`src/rtl/x86a_pkg.sv`:
```
// Package for the 8086 ALU: operation codes, flag positions, the pipeline record
// and small helper functions. It depends on nothing else.
package x86a_pkg;

    localparam logic [4:0] FN_INC  = 5'd0;
    localparam logic [4:0] FN_DEC  = 5'd1;
    localparam logic [4:0] FN_ADD  = 5'd2;
    localparam logic [4:0] FN_SUB  = 5'd3;
    localparam logic [4:0] FN_AND  = 5'd4;
    localparam logic [4:0] FN_OR   = 5'd5;
    localparam logic [4:0] FN_XOR  = 5'd6;
    localparam logic [4:0] FN_SHL  = 5'd7;
    localparam logic [4:0] FN_SHR  = 5'd8;
    localparam logic [4:0] FN_SAR  = 5'd9;
    localparam logic [4:0] FN_NEG  = 5'd10;
    localparam logic [4:0] FN_ROL  = 5'd11;
    localparam logic [4:0] FN_ROR  = 5'd12;
    localparam logic [4:0] FN_RCL  = 5'd13;
    localparam logic [4:0] FN_RCR  = 5'd14;
    localparam logic [4:0] FN_MUL  = 5'd15;
    localparam logic [4:0] FN_IMUL = 5'd16;
    localparam logic [4:0] FN_DIV  = 5'd17;
    localparam logic [4:0] FN_IDIV = 5'd18;

    localparam int F_CF = 0;
    localparam int F_PF = 2;
    localparam int F_AF = 4;
    localparam int F_ZF = 6;
    localparam int F_SF = 7;
    localparam int F_OF = 11;

    localparam int DIV_STEPS_PER_STAGE = 2;
    localparam int DIV_STAGES          = 16 / DIV_STEPS_PER_STAGE;

    typedef struct packed {
        logic        is_div;
        logic        sgn;
        logic        w;
        logic        q_neg;
        logic        r_neg;
        logic        err;
        logic [15:0] rem;
        logic [15:0] quo;
        logic [15:0] dv;
        logic [15:0] result;
        logic [15:0] ax;
        logic [15:0] dx;
        logic [15:0] flags;
    } pipe_t;

    // Sign, zero and parity from a result already masked to the operand width.
    function automatic logic [15:0] set_szp(input logic [15:0] f, input logic [15:0] r,
                                            input logic [15:0] msb);
        logic [15:0] g;
        g       = f;
        g[F_SF] = |(r & msb);
        g[F_ZF] = (r == 16'h0000);
        g[F_PF] = ~^r[7:0];
        return g;
    endfunction

    // Count modulo 17, using 16 = -1 modulo 17.
    function automatic logic [4:0] mod17(input logic [7:0] c);
        logic [4:0] lo;
        logic [4:0] hi;
        lo = {1'b0, c[3:0]};
        hi = {1'b0, c[7:4]};
        return (lo >= hi) ? (lo - hi) : (lo + 5'd17 - hi);
    endfunction

    // Count modulo 9, using 8 = -1 and 64 = 1 modulo 9.
    function automatic logic [4:0] mod9(input logic [7:0] c);
        logic [4:0] s;
        logic [4:0] b;
        logic [4:0] t;
        s = {3'b0, c[7:6]} + {2'b0, c[2:0]};
        b = {2'b0, c[5:3]};
        if (s >= b) begin
            t = s - b;
            if (t >= 5'd9) begin
                t = t - 5'd9;
            end
        end else begin
            t = s + 5'd9 - b;
        end
        return t;
    endfunction

endpackage

```
`src/rtl/x86a_front.sv`:
```
// First pipeline stage: adder, logic, shifters, rotators, multiplier and divide set-up.
// Depends on x86a_pkg.
module x86a_front (
    input  logic              clk,
    input  logic              rst_n,
    input  logic              advance,
    input  logic              in_valid,
    input  logic [4:0]        func,
    input  logic              is_word,
    input  logic [15:0]       dest_value,
    input  logic [15:0]       source_value,
    input  logic [15:0]       ax_in,
    input  logic [15:0]       dx_in,
    input  logic [15:0]       flags_in,
    output logic              st_valid,
    output x86a_pkg::pipe_t   st
);

    logic               w;
    logic [15:0]        m16;
    logic [15:0]        msb16;
    logic [15:0]        dm;
    logic [15:0]        sm;
    logic [7:0]         cnt;
    logic               sub;
    logic [15:0]        a;
    logic [15:0]        b;
    logic [16:0]        sum17;
    logic [15:0]        r_as;
    logic [4:0]         cs;
    logic [32:0]        shl_v;
    logic               fb;
    logic [15:0]        dext;
    logic signed [32:0] ys;
    logic [3:0]         rk;
    logic [31:0]        dd;
    logic [31:0]        rl;
    logic [31:0]        rr;
    logic [15:0]        rol_r;
    logic [15:0]        ror_r;
    logic [4:0]         kc;
    logic [16:0]        z17;
    logic [8:0]         z9;
    logic [33:0]        l17;
    logic [33:0]        r17;
    logic [17:0]        l9;
    logic [17:0]        r9;
    logic [15:0]        rot_r;
    logic               rot_cf;
    logic signed [16:0] ma;
    logic signed [16:0] mb;
    logic signed [33:0] prod;
    logic               sgn;
    logic               nsign;
    logic               dsign;
    logic [31:0]        nmag;
    logic [15:0]        dmag;
    logic [15:0]        res;
    logic [15:0]        fl;
    logic [15:0]        axn;
    logic [15:0]        dxn;
    logic               hi;
    logic               cfv;
    x86a_pkg::pipe_t    nx;

    assign w     = is_word;
    assign m16   = w ? 16'hFFFF : 16'h00FF;
    assign msb16 = w ? 16'h8000 : 16'h0080;
    assign dm    = dest_value & m16;
    assign sm    = source_value & m16;
    assign cnt   = source_value[7:0];

    // Add and subtract family.
    always_comb
    begin
        sub = (func == x86a_pkg::FN_DEC) || (func == x86a_pkg::FN_SUB)
              || (func == x86a_pkg::FN_NEG);
        a   = dm;
        b   = sm;
        if ((func == x86a_pkg::FN_INC) || (func == x86a_pkg::FN_DEC)) begin
            b = 16'h0001;
        end
        if (func == x86a_pkg::FN_NEG) begin
            a = 16'h0000;
            b = dm;
        end
    end

    assign sum17 = {1'b0, a} + {1'b0, b};
    assign r_as  = (sub ? (a - b) : sum17[15:0]) & m16;

    // Shifts; counts above 17 saturate at 17.
    assign cs    = (cnt > 8'd17) ? 5'd17 : cnt[4:0];
    assign shl_v = {17'b0, dm} << cs;
    assign fb    = (func == x86a_pkg::FN_SAR) && (w ? dm[15] : dm[7]);
    assign dext  = w ? dm : {{8{fb}}, dm[7:0]};
    assign ys    = $signed({{16{fb}}, dext, 1'b0}) >>> cs;

    // Plain rotates work modulo the width.
    assign rk    = w ? cnt[3:0] : {1'b0, cnt[2:0]};
    assign dd    = w ? {dm, dm} : {16'b0, dm[7:0], dm[7:0]};
    assign rl    = dd << rk;
    assign rr    = dd >> rk;
    assign rol_r = w ? rl[31:16] : {8'b0, rl[15:8]};
    assign ror_r = w ? rr[15:0] : {8'b0, rr[7:0]};

    // Rotates through carry work modulo the width plus one.
    assign kc  = w ? x86a_pkg::mod17(cnt) : x86a_pkg::mod9(cnt);
    assign z17 = {flags_in[x86a_pkg::F_CF], dm};
    assign z9  = {flags_in[x86a_pkg::F_CF], dm[7:0]};
    assign l17 = {z17, z17} << kc;
    assign r17 = {z17, z17} >> kc;
    assign l9  = {z9, z9} << kc;
    assign r9  = {z9, z9} >> kc;

    always_comb
    begin
        rot_r  = 16'h0000;
        rot_cf = 1'b0;
        case (func)
            x86a_pkg::FN_ROL:
            begin
                rot_r  = rol_r;
                rot_cf = rol_r[0];
            end
            x86a_pkg::FN_ROR:
            begin
                rot_r  = ror_r;
                rot_cf = |(ror_r & msb16);
            end
            x86a_pkg::FN_RCL:
            begin
                rot_r  = w ? l17[32:17] : {8'b0, l9[16:9]};
                rot_cf = w ? l17[33] : l9[17];
            end
            x86a_pkg::FN_RCR:
            begin
                rot_r  = w ? r17[15:0] : {8'b0, r9[7:0]};
                rot_cf = w ? r17[16] : r9[8];
            end
            default:
            begin
                rot_r  = 16'h0000;
                rot_cf = 1'b0;
            end
        endcase
    end

    // One signed 17 by 17 multiplier serves both MUL and IMUL.
    always_comb
    begin
        if (func == x86a_pkg::FN_IMUL) begin
            ma = w ? $signed({ax_in[15], ax_in}) : $signed({{9{ax_in[7]}}, ax_in[7:0]});
            mb = w ? $signed({dm[15], dm}) : $signed({{9{dm[7]}}, dm[7:0]});
        end else begin
            ma = w ? $signed({1'b0, ax_in}) : $signed({9'b0, ax_in[7:0]});
            mb = $signed({1'b0, dm});
        end
    end

    assign prod = ma * mb;

    // Divide set-up: magnitudes of dividend and divisor and the early overflow test.
    assign sgn   = (func == x86a_pkg::FN_IDIV);
    assign nsign = sgn && (w ? dx_in[15] : ax_in[15]);
    assign dsign = sgn && (w ? dm[15] : dm[7]);
    assign nmag  = nsign ? (w ? (32'h0 - {dx_in, ax_in}) : {16'b0, 16'h0 - ax_in})
                         : (w ? {dx_in, ax_in} : {16'b0, ax_in});
    assign dmag  = dsign ? (w ? (16'h0 - dm) : {8'b0, 8'h0 - dm[7:0]}) : dm;

    always_comb
    begin
        res = dm;
        fl  = flags_in;
        axn = ax_in;
        dxn = dx_in;
        hi  = 1'b0;
        cfv = 1'b0;
        case (func)
            x86a_pkg::FN_INC, x86a_pkg::FN_DEC, x86a_pkg::FN_ADD, x86a_pkg::FN_SUB,
            x86a_pkg::FN_NEG:
            begin
                res = r_as;
                fl[x86a_pkg::F_OF] = sub ? |((a ^ b) & (a ^ r_as) & msb16)
                                         : |((a ^ r_as) & (b ^ r_as) & msb16);
                fl[x86a_pkg::F_AF] = a[4] ^ b[4] ^ r_as[4];
                if ((func != x86a_pkg::FN_INC) && (func != x86a_pkg::FN_DEC)) begin
                    fl[x86a_pkg::F_CF] = sub ? (b > a) : (w ? sum17[16] : sum17[8]);
                end
                fl = x86a_pkg::set_szp(fl, res, msb16);
            end
            x86a_pkg::FN_AND, x86a_pkg::FN_OR, x86a_pkg::FN_XOR:
            begin
                res = (func == x86a_pkg::FN_AND) ? (dm & sm)
                    : (func == x86a_pkg::FN_OR) ? (dm | sm) : (dm ^ sm);
                fl[x86a_pkg::F_CF] = 1'b0;
                fl[x86a_pkg::F_OF] = 1'b0;
                fl[x86a_pkg::F_AF] = 1'b0;
                fl = x86a_pkg::set_szp(fl, res, msb16);
            end
            x86a_pkg::FN_SHL, x86a_pkg::FN_SHR, x86a_pkg::FN_SAR:
            begin
                if (cnt != 8'd0) begin
                    if (func == x86a_pkg::FN_SHL) begin
                        res = shl_v[15:0] & m16;
                        cfv = w ? shl_v[16] : shl_v[8];
                        fl[x86a_pkg::F_OF] = (|(res & msb16)) ^ cfv;
                    end else begin
                        res = ys[16:1] & m16;
                        cfv = ys[0];
                        fl[x86a_pkg::F_OF] = (func == x86a_pkg::FN_SHR) && (|(dm & msb16));
                    end
                    fl[x86a_pkg::F_CF] = cfv;
                    fl[x86a_pkg::F_AF] = 1'b0;
                    fl = x86a_pkg::set_szp(fl, res, msb16);
                end
            end
            x86a_pkg::FN_ROL, x86a_pkg::FN_ROR, x86a_pkg::FN_RCL, x86a_pkg::FN_RCR:
            begin
                if (cnt != 8'd0) begin
                    res = rot_r;
                    fl[x86a_pkg::F_CF] = rot_cf;
                    if ((func == x86a_pkg::FN_ROL) || (func == x86a_pkg::FN_RCL)) begin
                        fl[x86a_pkg::F_OF] = (|(rot_r & msb16)) ^ rot_cf;
                    end else begin
                        fl[x86a_pkg::F_OF] = (|(rot_r & msb16)) ^ (w ? rot_r[14] : rot_r[6]);
                    end
                end
            end
            x86a_pkg::FN_MUL, x86a_pkg::FN_IMUL:
            begin
                axn = prod[15:0];
                if (w) begin
                    dxn = prod[31:16];
                    hi  = (func == x86a_pkg::FN_MUL) ? (prod[31:16] != 16'h0000)
                                                     : (prod[31:16] != {16{prod[15]}});
                end else begin
                    hi  = (func == x86a_pkg::FN_MUL) ? (prod[15:8] != 8'h00)
                                                     : (prod[15:8] != {8{prod[7]}});
                end
                fl[x86a_pkg::F_CF] = hi;
                fl[x86a_pkg::F_OF] = hi;
            end
            default:
            begin
                res = dm;
            end
        endcase
    end

    always_comb
    begin
        nx.is_div = (func == x86a_pkg::FN_DIV) || (func == x86a_pkg::FN_IDIV);
        nx.sgn    = sgn;
        nx.w      = w;
        nx.q_neg  = nsign ^ dsign;
        nx.r_neg  = nsign;
        nx.err    = nx.is_div && (nmag[31:16] >= dmag);
        nx.rem    = nmag[31:16];
        nx.quo    = nmag[15:0];
        nx.dv     = dmag;
        nx.result = res;
        nx.ax     = axn;
        nx.dx     = dxn;
        nx.flags  = fl;
    end

    always_ff @(posedge clk or negedge rst_n)
    begin
        if (!rst_n) begin
            st_valid <= 1'b0;
        end else if (advance) begin
            st_valid <= in_valid;
        end
    end

    always_ff @(posedge clk)
    begin
        if (advance) begin
            st <= nx;
        end
    end

endmodule

```
`src/rtl/x86a_div_stage.sv`:
```
// One stage of the restoring divider, retiring a fixed number of quotient bits.
// Depends on x86a_pkg.
module x86a_div_stage (
    input  logic              clk,
    input  logic              rst_n,
    input  logic              advance,
    input  logic              prev_valid,
    input  x86a_pkg::pipe_t   prev,
    output logic              st_valid,
    output x86a_pkg::pipe_t   st
);

    x86a_pkg::pipe_t nx;

    // The partial remainder stays below the divisor, so the trial value fits in 17 bits.
    always_comb
    begin
        logic [16:0] t;
        nx = prev;
        for (int i = 0; i < x86a_pkg::DIV_STEPS_PER_STAGE; i++) begin
            t      = {nx.rem, nx.quo[15]};
            nx.quo = {nx.quo[14:0], 1'b0};
            if (t >= {1'b0, nx.dv}) begin
                t         = t - {1'b0, nx.dv};
                nx.quo[0] = 1'b1;
            end
            nx.rem = t[15:0];
        end
    end

    always_ff @(posedge clk or negedge rst_n)
    begin
        if (!rst_n) begin
            st_valid <= 1'b0;
        end else if (advance) begin
            st_valid <= prev_valid;
        end
    end

    always_ff @(posedge clk)
    begin
        if (advance) begin
            st <= nx;
        end
    end

endmodule

```
`src/rtl/x86a_back.sv`:
```
// Last stage: divide sign fix-up, quotient range check and the output register.
// Depends on x86a_pkg.
module x86a_back (
    input  logic              clk,
    input  logic              rst_n,
    input  logic              advance,
    input  logic              prev_valid,
    input  x86a_pkg::pipe_t   prev,
    output logic              out_valid,
    output logic [15:0]       result,
    output logic [15:0]       ax_out,
    output logic [15:0]       dx_out,
    output logic [15:0]       flags_out,
    output logic              divide_error
);

    logic [15:0] lim;
    logic [15:0] qs;
    logic [15:0] rs;
    logic        err;
    logic [15:0] axn;
    logic [15:0] dxn;

    assign lim = prev.sgn ? (prev.w ? 16'h7FFF : 16'h007F) : (prev.w ? 16'hFFFF : 16'h00FF);
    assign qs  = (prev.sgn && prev.q_neg) ? (16'h0 - prev.quo) : prev.quo;
    assign rs  = (prev.sgn && prev.r_neg) ? (16'h0 - prev.rem) : prev.rem;
    assign err = prev.is_div && (prev.err || (prev.quo > lim));

    always_comb
    begin
        axn = prev.ax;
        dxn = prev.dx;
        if (prev.is_div && !err) begin
            if (prev.w) begin
                axn = qs;
                dxn = rs;
            end else begin
                axn = {rs[7:0], qs[7:0]};
            end
        end
    end

    always_ff @(posedge clk or negedge rst_n)
    begin
        if (!rst_n) begin
            out_valid <= 1'b0;
        end else if (advance) begin
            out_valid <= prev_valid;
        end
    end

    always_ff @(posedge clk)
    begin
        if (advance) begin
            result       <= prev.result;
            ax_out       <= axn;
            dx_out       <= dxn;
            flags_out    <= prev.flags;
            divide_error <= err;
        end
    end

endmodule

```
`src/rtl/x86_16bit_alu_with_flags.sv`:
```
// Top level of the pipelined 8086 byte-or-word ALU with flags.
// Depends on x86a_pkg, x86a_front, x86a_div_stage and x86a_back.
//
//  Channel  Handshake            Payload
//  input    in_valid / in_stall  func, is_word, dest_value, source_value, ax_in, dx_in, flags_in
//  output   out_valid/ out_stall result, ax_out, dx_out, flags_out, divide_error
//
// A transaction is accepted every cycle while in_stall is low; its result passes through
// the operand stage, the divider and the output register. The divider retires two quotient
// bits per stage over eight stages between the operand stage and the output register.
// Reset clears only the valid bits of the stages; payload registers are left alone.
// The whole pipeline moves together: it holds while a finished result waits
// under out_stall, and moves otherwise, so bubbles are not squeezed out.
module x86_16bit_alu_with_flags (
    input  logic        clk,
    input  logic        rst_n,
    input  logic        in_valid,
    output logic        in_stall,
    input  logic [4:0]  func,
    input  logic        is_word,
    input  logic [15:0] dest_value,
    input  logic [15:0] source_value,
    input  logic [15:0] ax_in,
    input  logic [15:0] dx_in,
    input  logic [15:0] flags_in,
    output logic        out_valid,
    input  logic        out_stall,
    output logic [15:0] result,
    output logic [15:0] ax_out,
    output logic [15:0] dx_out,
    output logic [15:0] flags_out,
    output logic        divide_error
);

    logic            advance;
    logic            stv [0:x86a_pkg::DIV_STAGES];
    x86a_pkg::pipe_t stp [0:x86a_pkg::DIV_STAGES];

    // Every stage moves whenever the output register is empty or being taken.
    assign advance  = !out_valid || !out_stall;
    assign in_stall = !advance;

    x86a_front u_front (
        .clk          (clk),
        .rst_n        (rst_n),
        .advance      (advance),
        .in_valid     (in_valid),
        .func         (func),
        .is_word      (is_word),
        .dest_value   (dest_value),
        .source_value (source_value),
        .ax_in        (ax_in),
        .dx_in        (dx_in),
        .flags_in     (flags_in),
        .st_valid     (stv[0]),
        .st           (stp[0])
    );

    for (genvar g = 0; g < x86a_pkg::DIV_STAGES; g++)
    begin : g_div
        x86a_div_stage u_div (
            .clk        (clk),
            .rst_n      (rst_n),
            .advance    (advance),
            .prev_valid (stv[g]),
            .prev       (stp[g]),
            .st_valid   (stv[g + 1]),
            .st         (stp[g + 1])
        );
    end

    x86a_back u_back (
        .clk          (clk),
        .rst_n        (rst_n),
        .advance      (advance),
        .prev_valid   (stv[x86a_pkg::DIV_STAGES]),
        .prev         (stp[x86a_pkg::DIV_STAGES]),
        .out_valid    (out_valid),
        .result       (result),
        .ax_out       (ax_out),
        .dx_out       (dx_out),
        .flags_out    (flags_out),
        .divide_error (divide_error)
    );

`ifndef SYNTHESIS
    // A held pipeline must keep the divider's last stage untouched.
    a_hold_last: assert property (@(posedge clk) disable iff (!rst_n)
        !advance |=> $stable(stp[x86a_pkg::DIV_STAGES]))
        else $error("last divider stage changed while the pipeline was held");

    // Only a divide may carry an early divide fault.
    a_err_div_only: assert property (@(posedge clk) disable iff (!rst_n)
        stv[x86a_pkg::DIV_STAGES] && stp[x86a_pkg::DIV_STAGES].err
        |-> stp[x86a_pkg::DIV_STAGES].is_div)
        else $error("divide fault flagged on a non-divide transaction");

    // A delivered transaction drops out when taken unless a new one follows it.
    a_out_follows: assert property (@(posedge clk) disable iff (!rst_n)
        (out_valid && !out_stall && !stv[x86a_pkg::DIV_STAGES]) |=> !out_valid)
        else $error("output valid without a transaction behind it");
`endif

endmodule

```
`config.mk`:
```
export PLATFORM = sky130hd
export DESIGN_NAME = x86_16bit_alu_with_flags
export DESIGN_NICKNAME = d
export VERILOG_FILES = /design/src/rtl/x86a_pkg.sv /design/src/rtl/x86a_front.sv /design/src/rtl/x86a_div_stage.sv /design/src/rtl/x86a_back.sv /design/src/rtl/x86_16bit_alu_with_flags.sv
export SDC_FILE = /design/constraint.sdc
export NUM_CORES = 2
export LEC_CHECK = 0
export ABC_CLOCK_PERIOD_IN_PS = 63000
export CAP_MARGIN = 20
export CORE_UTILIZATION = 50
export CTS_CLUSTER_SIZE = 10
export DETAILED_ROUTE_END_ITERATION = 10
export DONT_BUFFER_PORTS = 1
export PLACE_DENSITY_LB_ADDON = 0.25
export SYNTH_ARGS = -nofsm -noshare
export SYNTH_HDL_FRONTEND = slang
export SYNTH_SLANG_ARGS = --single-unit
export TNS_END_PERCENT = 30
```
`constraint.sdc`:
```
create_clock -name clk -period 63 [get_ports clk]
set_input_delay 6.3 -clock clk [delete_from_list [all_inputs] [get_ports clk]]
set_output_delay 6.3 -clock clk [all_outputs]
set_load 0.01 [all_outputs]
```
==> reports/metrics.csv <==
metric,value,unit
outcome,completed,
drt drc,0,
CTS buffer count,136,
Overall Global Routing Usage,28.8,%
antenna violations before repair,8,
"Seq/Total Area, Yosys",45.5,%
post-cts resize count,0,
Avg Inst Size Synth,10.9,sq um
most common cell in the netlist,edfxtp_1,
largest net degree at the start of global routing,159,
unique cell type count in the Yosys netlist,107,
clk root buf,clkbuf_16,
I/O Buffers,0,
VDD IR max,0.0000479,V
first-pass GRT wire length,325,mm
Max Cap Violations,0,
drt pass-1 iters,6,
Critical Path RT,63.51,ns
clk_lat worst skew,0.77,ns
Syn Nets,7653,
RSZ-0062 raised after global routing,false,
vias,52800,
# nets final,7610,
Clock Path Buffers,3,
fmax,0.0661,GHz
FF/Latch Area,33600,sq um
PwrDens,62.8,nW/um^2
clk sink count,1121,
top post-synthesis cells by area,"edfxtp_1 45%, fa_1 8.3%, ha_1 7.9%",
Ys Warns,0,
Final Setup Violations,0,
ANT nets after route,0,
I/O pin cnt,157,
Post-Syn Instances,6792,
wire per inst,24.9,um
final hold violations,0,
slowest library cell on the worst path,nand2_1,
Synth Flop Type,edfxtp_1,
# H-tree levels,4,
Routed WL,217,mm
delay of the slowest critical-path stage,0.77,ns
die area,149000,sq um
nature of the critical path endpoint,flop,
clk_skew,0.0385,ns
worst relative slew slack,15.8,%
"FFs w/ async S/R, synth",0.892,%
fill cell count,12500,
footprint of the multi-input gates,36900,sq um
Via density,6.05,
final core occ,54.7,%
Tightest Pin Transition,1.23,ns
CP dominant cell by count,fa_1,
WS Path Type,primary input to flop,
Yosys top cell by area,edfxtp_1,
1st-iter DRT viols,4582,
Yosys top cell area share,45.1,%
number of synthesized register bits,1121,
crit path launch type,primary input,
die extent in y,387,um
"Slew Viols, Final",0,
setup TNS,0,ns
crit-path max FO,158,
row cnt,140,
Hold Buf Count CTS,0,
setup bufs post-CTS,0,
vias in the first global route,52300,
core area,146000,sq um
Clock Pin Slew Worst Setup and Hold Paths,0.05,ns
Leakage,31.3,nW
GPL Wtd Cong,0.989,
Final min period,15.12,ns
GRT Residual Overflow,0,
Syn-to-layout area delta,8.16,%
Critical Path AT,15.63,ns
initial core utilization,50.5,%
CTS tree,done,
synth cell count leaders,"1111 x edfxtp_1, 640 x nand2_1, 618 x inv_1, 498 x nor2_1, 465 x ha_1",
Die W,387,um
HP Class,flop to flop,
number of synthesized flops with an enable pin,1111,
Mapped Area,73900,sq um
layout cells sized above 1,8.59,%
DP HPWL,163,mm
final worst path period share,24.0,%
## report_power, final
part / total [W] / switching (W) / internal, W
combinational: 0.00285 / 0.00161 / 0.00124
clock: 0.000701 / 0.000292 / 0.000409
sequential: 0.00146 / 0.000142 / 0.00132
total: 0.00502 / 0.00205 / 0.00297
## worst max-delay path: cells and delay by family
family | cells | cell delay [ns]
fa+ha+maj | 7 | 3.43
simple gates | 8 | 3.20
compound gates | 7 | 1.60
buf+inv | 2 | 0.75
xor+xnor | 1 | 0.20
## layer usage
metal / share of wire, % / wire length, um / track usage, % / vias to the layer above
met5: 0.034 / 74 / 0 / -
met4: 6.4 / 14000 / 17.1 / 10
met3: 7.2 / 15700 / 5.64 / 590
met2: 46 / 99800 / 46.1 / 2066
met1: 40 / 87600 / 36.3 / 25800
li1: - / - / - / 24300
## final timing paths
check	from	to	slack (ns)	cells after the start
max reg2reg	g_div[3].u_div.st[65]	g_div[4].u_div.st[99]	54.54	32
max in group asynchronous	rst_n	g_div[3].u_div.st_valid	57.71	0
max	is_word	u_front.st[0]	47.88	25
min in group asynchronous	rst_n	u_front.st_valid	5.22	0
min reg2reg	g_div[2].u_div.st[18]	g_div[3].u_div.st[18]	0.39	0
min	g_div[2].u_div.st[18]	g_div[3].u_div.st[18]	0.39	0
## layout by cell type (no fill, tap or decap), types with 23 or more instances in the layout
master,n
a211oi_1,72
a21boi_0,43
a21o_1,79
a21oi_1,430
a31oi_1,59
and2_1,72
and3_1,34
buf_4,98
clkbuf_16,137
edfxtp_1,1111
fa_1,306
ha_1,465
inv_1,617
mux2_2,233
mux2i_1,106
mux4_2,24
nand2_1,639
nand2b_1,58
nand3_1,93
nand4_1,83
nor2_1,497
nor2b_1,93
nor3_1,111
nor4_1,23
o211ai_1,49
o21a_1,27
o21ai_0,401
o21bai_1,25
o22ai_1,37
o31ai_1,30
or3_1,47
xnor2_1,210
xor2_1,92
## kinds of logic after synthesis
group / Yosys count / synth area share [%]
compound gates: 1503 / 12.9
xor+xnor: 302 / 3.58
fa+ha+maj: 771 / 16.2
buf+inv: 906 / 4.76
flops: 1121 / 45.5
mux: 365 / 5.76
simple gates: 1824 / 11.4
## area by class of cell
cell class	instances	area share, %
clock inverters	29	0.587
clock buffers	157	4.38
repair buffers	100	0.964
diodes	3	0.00939
inverters	625	2.93
flip-flops and latches	1121	42.0
well taps	1917	3.00
multi-input cells	4765	46.1
## through the flow
step / hold slack [ns] / total power, W / instances / cell area, sq um / worst slack (ns)
global route: 0.396 / 0.00537 / 8714 / 80000 / 47.78
global placement: 0.400 / 0.00423 / 8526 / 75900 / 47.73
detailed placement: 0.405 / 0.00428 / 8526 / 75900 / 47.55
floorplan: 0.400 / 0.00382 / 6792 / 73900 / 17.21
finish: 0.393 / 0.00502 / 8717 / 80000 / 47.88
CTS: 0.387 / 0.00502 / 8712 / 79900 / 48.35
## registers in the layout (all words and copies together) (netlist names)
name / flops
g_div.u_div.st: 928
g_div.u_div.st_valid: 8
u_back.ax_out: 16
u_back.divide_error: 1
u_back.dx_out: 16
u_back.flags_out: 16
u_back.out_valid: 1
u_back.result: 16
u_front.st: 118
u_front.st_valid: 1
Power figures use the tool's default switching activity.
